<file path="src/sv/salc_pkg.sv">
// Package of the cache tag store: sizes, controller codes and command struct.
// No dependencies.
`timescale 1ns / 1ps
package salc_pkg;
   localparam int ADDR_WIDTH_DEF   = 64;
   localparam int MAX_SET_BITS_DEF = 6;
   localparam int MAX_WAYS_DEF     = 8;

   localparam int CFG_SET_BITS    = 0;
   localparam int CFG_BLOCK_BITS  = 1;
   localparam int CFG_WAYS_IN_USE = 2;

   localparam logic [2:0] ST_CLEAR = 3'd0;
   localparam logic [2:0] ST_IDLE  = 3'd1;
   localparam logic [2:0] ST_READ  = 3'd2;
   localparam logic [2:0] ST_EXEC  = 3'd3;
   localparam logic [2:0] ST_OUT   = 3'd4;

   typedef struct packed {
      logic clear_wr;   // write a cleared set at clear index
      logic load_req;   // capture request payload
      logic rd_set;     // read the set into the datapath
      logic exec;       // compute and write back the set
      logic second;     // the access being executed is the first of two
   } ctrl_cmd_type;

   typedef struct packed {
      logic clear_done;
      logic two_access;
   } ctrl_sts_type;
endpackage

</file>
<file path="src/sv/salc_ctrl.sv">
// Controller state machine of the cache tag store.
// Depends on salc_pkg.
`timescale 1ns / 1ps
module salc_ctrl
   import salc_pkg::*;
(
   input  logic         clock,
   input  logic         reset,
   input  logic         req_valid,
   output logic         req_ready,
   output logic         rsp_valid,
   input  logic         rsp_ready,
   input  ctrl_sts_type sts,
   output ctrl_cmd_type cmd
);
   logic [2:0] state_ff, state_in;
   logic       pend_ff, pend_in;   // a second access still to run

   always_comb begin
      state_in = state_ff;
      pend_in  = pend_ff;
      cmd      = '0;
      case (state_ff)
         ST_CLEAR: begin
            cmd.clear_wr = 1'b1;
            if (sts.clear_done) state_in = ST_IDLE;
         end
         ST_IDLE: begin
            if (req_valid) begin
               cmd.load_req = 1'b1;
               state_in     = ST_READ;
            end
         end
         ST_READ: begin
            cmd.rd_set = 1'b1;
            state_in   = ST_EXEC;
         end
         ST_EXEC: begin
            cmd.exec   = 1'b1;
            cmd.second = ~pend_ff & sts.two_access;
            pend_in    = ~pend_ff & sts.two_access;
            state_in   = ST_OUT;
         end
         ST_OUT: begin
            if (rsp_ready) begin
               if (pend_ff) begin
                  state_in = ST_READ;
               end else begin
                  state_in = ST_IDLE;
               end
            end
         end
         default: state_in = ST_IDLE;
      endcase
   end

   assign req_ready = (state_ff == ST_IDLE);
   assign rsp_valid = (state_ff == ST_OUT);

   always_ff @(posedge clock) begin
      if (reset) begin
         state_ff <= ST_CLEAR;
         pend_ff  <= 1'b0;
      end else begin
         state_ff <= state_in;
         pend_ff  <= pend_in;
      end
   end
endmodule

</file>
<file path="config.mk">
export PLATFORM = sky130hd
export DESIGN_NAME = salc_ctrl
export DESIGN_NICKNAME = d
export VERILOG_FILES = /design/src/sv/salc_pkg.sv /design/src/sv/salc_ctrl.sv
export SDC_FILE = /design/constraint.sdc
export NUM_CORES = 1
export LEC_CHECK = 0
export BUFFER_PORTS_ARGS = -buffer_cell sky130_fd_sc_hd__clkbuf_2
export CORE_AREA = 4 4 41 43
export CTS_BUF_LIST = sky130_fd_sc_hd__clkbuf_4
export DETAILED_ROUTE_END_ITERATION = 8
export DIE_AREA = 0 0 45 47
export HOLD_SLACK_MARGIN = 0.08
export PLACE_DENSITY = 0.5
export RECOVER_POWER = 25
export SLEW_MARGIN = 20
export SYNTH_ARGS = -nofsm -noshare
export SYNTH_HDL_FRONTEND = slang
export SYNTH_SLANG_ARGS = --single-unit
</file>
<file path="constraint.sdc">
create_clock -name clock -period 1.8 [get_ports clock]
set_input_delay 0.36 -clock clock [delete_from_list [all_inputs] [get_ports clock]]
set_output_delay 0.36 -clock clock [all_outputs]
set_load 0.02 [all_outputs]
</file>
==> flow_metrics.py <==
metrics = {
    "status": {
        "status": "complete, no violations",
    },
    "cts": {
        "clk_path_buf_depth": 2,
        "cts_hold_buf": 0,
        "cts_max_level": 1,
        "ctsRootBufferMaster": "clkbuf_4",
        "clk_pin_slew_ns": 0.04,
        "cts_buffers": 3,
        "clock_latency_ns": 0.24,
        "clock-sinks": 4,
        "cts_tree": "yes",
    },
    "power_and_ir_drop": {
        "power_uw": 283,
        "max-vdd-ir-drop_mv": 0.224,
        "combPwrFrac_pct": 21.5,
        "p_int_uw": 198,
        "p_leak_uw": 0.000196,
        "p_seq_share_pct": 38.1,
        "switching_share_pct": 29.9,
        "switchingPower_uw": 84.7,
        "powerDensity_mw_per_mm2": 796,
        "clockPowerShare_pct": 40.4,
    },
    "critical_path": {
        "worstSetupPathType": "reg2out",
        "startpoint": "state_ff[1]",
        "crit_path_end_kind": "output port",
        "reg2reg_from": "state_ff[1]",
        "crit_required_ns": 1.44,
        "worstSetupStartpointType": "register",
        "path_max_fanout": 9,
        "cp.arrival_ns": 1.27,
    },
    "place": {
        "gp_congestion": 0.712,
        "portBuffers": 12,
        "place_hpwl_microns": 432,
        "pre_cts_slack_ns": 0.371,
    },
    "route": {
        "via_per_inst": 4.39,
        "drt_drc_violations_left": 0,
        "wl_microns": 552,
        "first_pass_iters": 2,
        "vias": 250,
        "ant_nets": 0,
        "wl_per_cell_microns": 9.68,
        "drt_iter0_drc": 3,
    },
    "timing": {
        "setup_tns_ns": 0,
        "timing.fmax_mhz": 613,
        "worst_hold_slack_ns": 0.334,
        "finalMaxSlewViolations": 0,
        "fin_crit_ns": 1.63,
        "skew_ns": 0.00509,
        "setup_ws_ns": 0.169,
        "rsz0062_at_grt": "false",
        "setup-violations-final": 0,
        "tightest_slew_ns": 0.296,
        "post-route-period-util_pct": 90.6,
        "relSlewSlack_pct": 80.2,
        "hold_viol": 0,
    },
    "final_layout": {
        "regArea_sq_um": 81.3,
        "drive_gt1_share_pct": 42.9,
        "area_growth_syn_to_layout_pct": 24.0,
        "diodes": 0,
        "final_nets": 50,
        "multiInputGateArea_sq_um": 169,
        "n_fill_cell": 152,
    },
    "logic_synthesis": {
        "ys.flop_type": "dfxtp_1",
        "ys_seq_area_share_pct": 27.9,
        "syn_inst": 30,
        "yosysUniqueCellTypes": 19,
        "synthesis.area_sq_um": 287,
        "synth_top_cell_by_area": "dfxtp_1",
        "synth_area_per_cell_sq_um": 9.55,
        "synth_seq_cells": 4,
        "async_flop_share_pct": 0,
        "yosys-top-cells-area": "dfxtp_1 28%, buf_6 12%, nand3b_4 7.0%",
        "yosys_warnings": 0,
        "syn-num-nets": 36,
        "synth_edf_count": 0,
        "yosysTopAreaCellShare_pct": 27.9,
    },
    "floorplan": {
        "core-area_sq_mm": 0.00130,
        "start_util_pct": 22.0,
        "dieHeight_microns": 47,
        "rows": 13,
        "dieArea_sq_mm": 0.00212,
        "die_width_microns": 45,
        "io_pins": 13,
    },
    "global_routing": {
        "antenna_found_initial": 0,
        "gr-total-overflow": 0,
        "first_global_vias": 229,
        "grt_max_degree": 11,
        "grt_first_pass_wirelength_microns": 903,
        "grtUsageTotal_pct": 6.48,
    },
    "job": {
        "cap_violations": 0,
    },
    "min_path": {
        "holdCritStartpoint": "reset",
        "hold_path.class": "in2reg",
    },
}
power groups by stage:
stage	Clock [uW]	Combinational, uW	Sequential [uW]
2_1_floorplan	0	60.4	98.5
3_3_place_gp	0	62.2	109
3_5_place_dp	0	61.4	109
4_1_cts	120	61.8	107
5_1_grt	123	67.4	110
6_report	114	60.8	108
sequential cells by signal, indices dropped and copies added (netlist names):
signal,cells
pend_ff,1
state_ff,3
Yosys cell counts (2+ instances only):
master,count
a21oi_1,2
and2_1,3
buf_6,3
dfxtp_1,4
nor2_1,2
nor3b_1,2
o21ai_0,2
logic make-up (layout without fill, tap and decap cells):
group,Yosys count,after routing,synth area share [%]
AND/OR/NAND/NOR,15,15,43.2
AO/OA/AOI/OAI,7,7,15.7
flip-flops,4,4,27.9
buffers and inverters,4,16,13.1
stage by stage:
stage,util [%],area (sq um),instances
2_1_floorplan,-,287,30
3_3_place_gp,25.5,332,54
3_5_place_dp,25.5,332,54
4_1_cts,27.2,354,57
5_1_grt,27.3,355,57
6_report,27.3,355,57
metal layers:
metal,part of all wire [%],GRT usage (%)
met1,43,6.36
met2,49,9.32
met3,3.4,2.30
met4,3.8,8.77
met5,0,0
cell type report:
class	count	area share (%)
inverter	1	1.06
multi-input combinational	22	47.5
sequential	4	22.9
timing repair buffer	12	16.9
clock buffer	3	6.34
tap	15	5.28
cell usage in the layout, fill, tap and decap left out:
cell type   n
a211oi_1    1
a21oi_1     2
and2_1      3
and3b_1     1
and4b_1     1
clkbuf_2   12
clkbuf_4    3
dfxtp_1     3
dfxtp_2     1
inv_1       1
nand2b_1    1
nand3b_1    1
nand3b_4    1
nor2_1      2
nor3_1      1
nor3b_1     2
nor3b_4     1
o21ai_0     2
o21ba_1     1
o31ai_1     1
or3_1       1
worst paths after layout:
kind	endpoint	slack (ns)	cells past startpoint
worst min-delay path	state_ff[1]	0.33	2
worst max-delay path	cmd[0]	0.17	3
worst min register to register	state_ff[2]	0.59	2
worst max register to register	state_ff[0]	0.70	3
critical path, stage by stage (launching register included):
cell and delay, ns:
dfxtp_1 0.48, nand3b_4 0.14, nor3b_4 0.22, clkbuf_2 0.19
what timing repair did:
action                                  in CTS  in global routing
endpoints found under the setup margin       0                  1
endpoints found under the hold margin        0                  0
buffers inserted                             0                  0
gates resized for setup                      0                  1
Note: power is estimated with default switching activity, not from simulation.
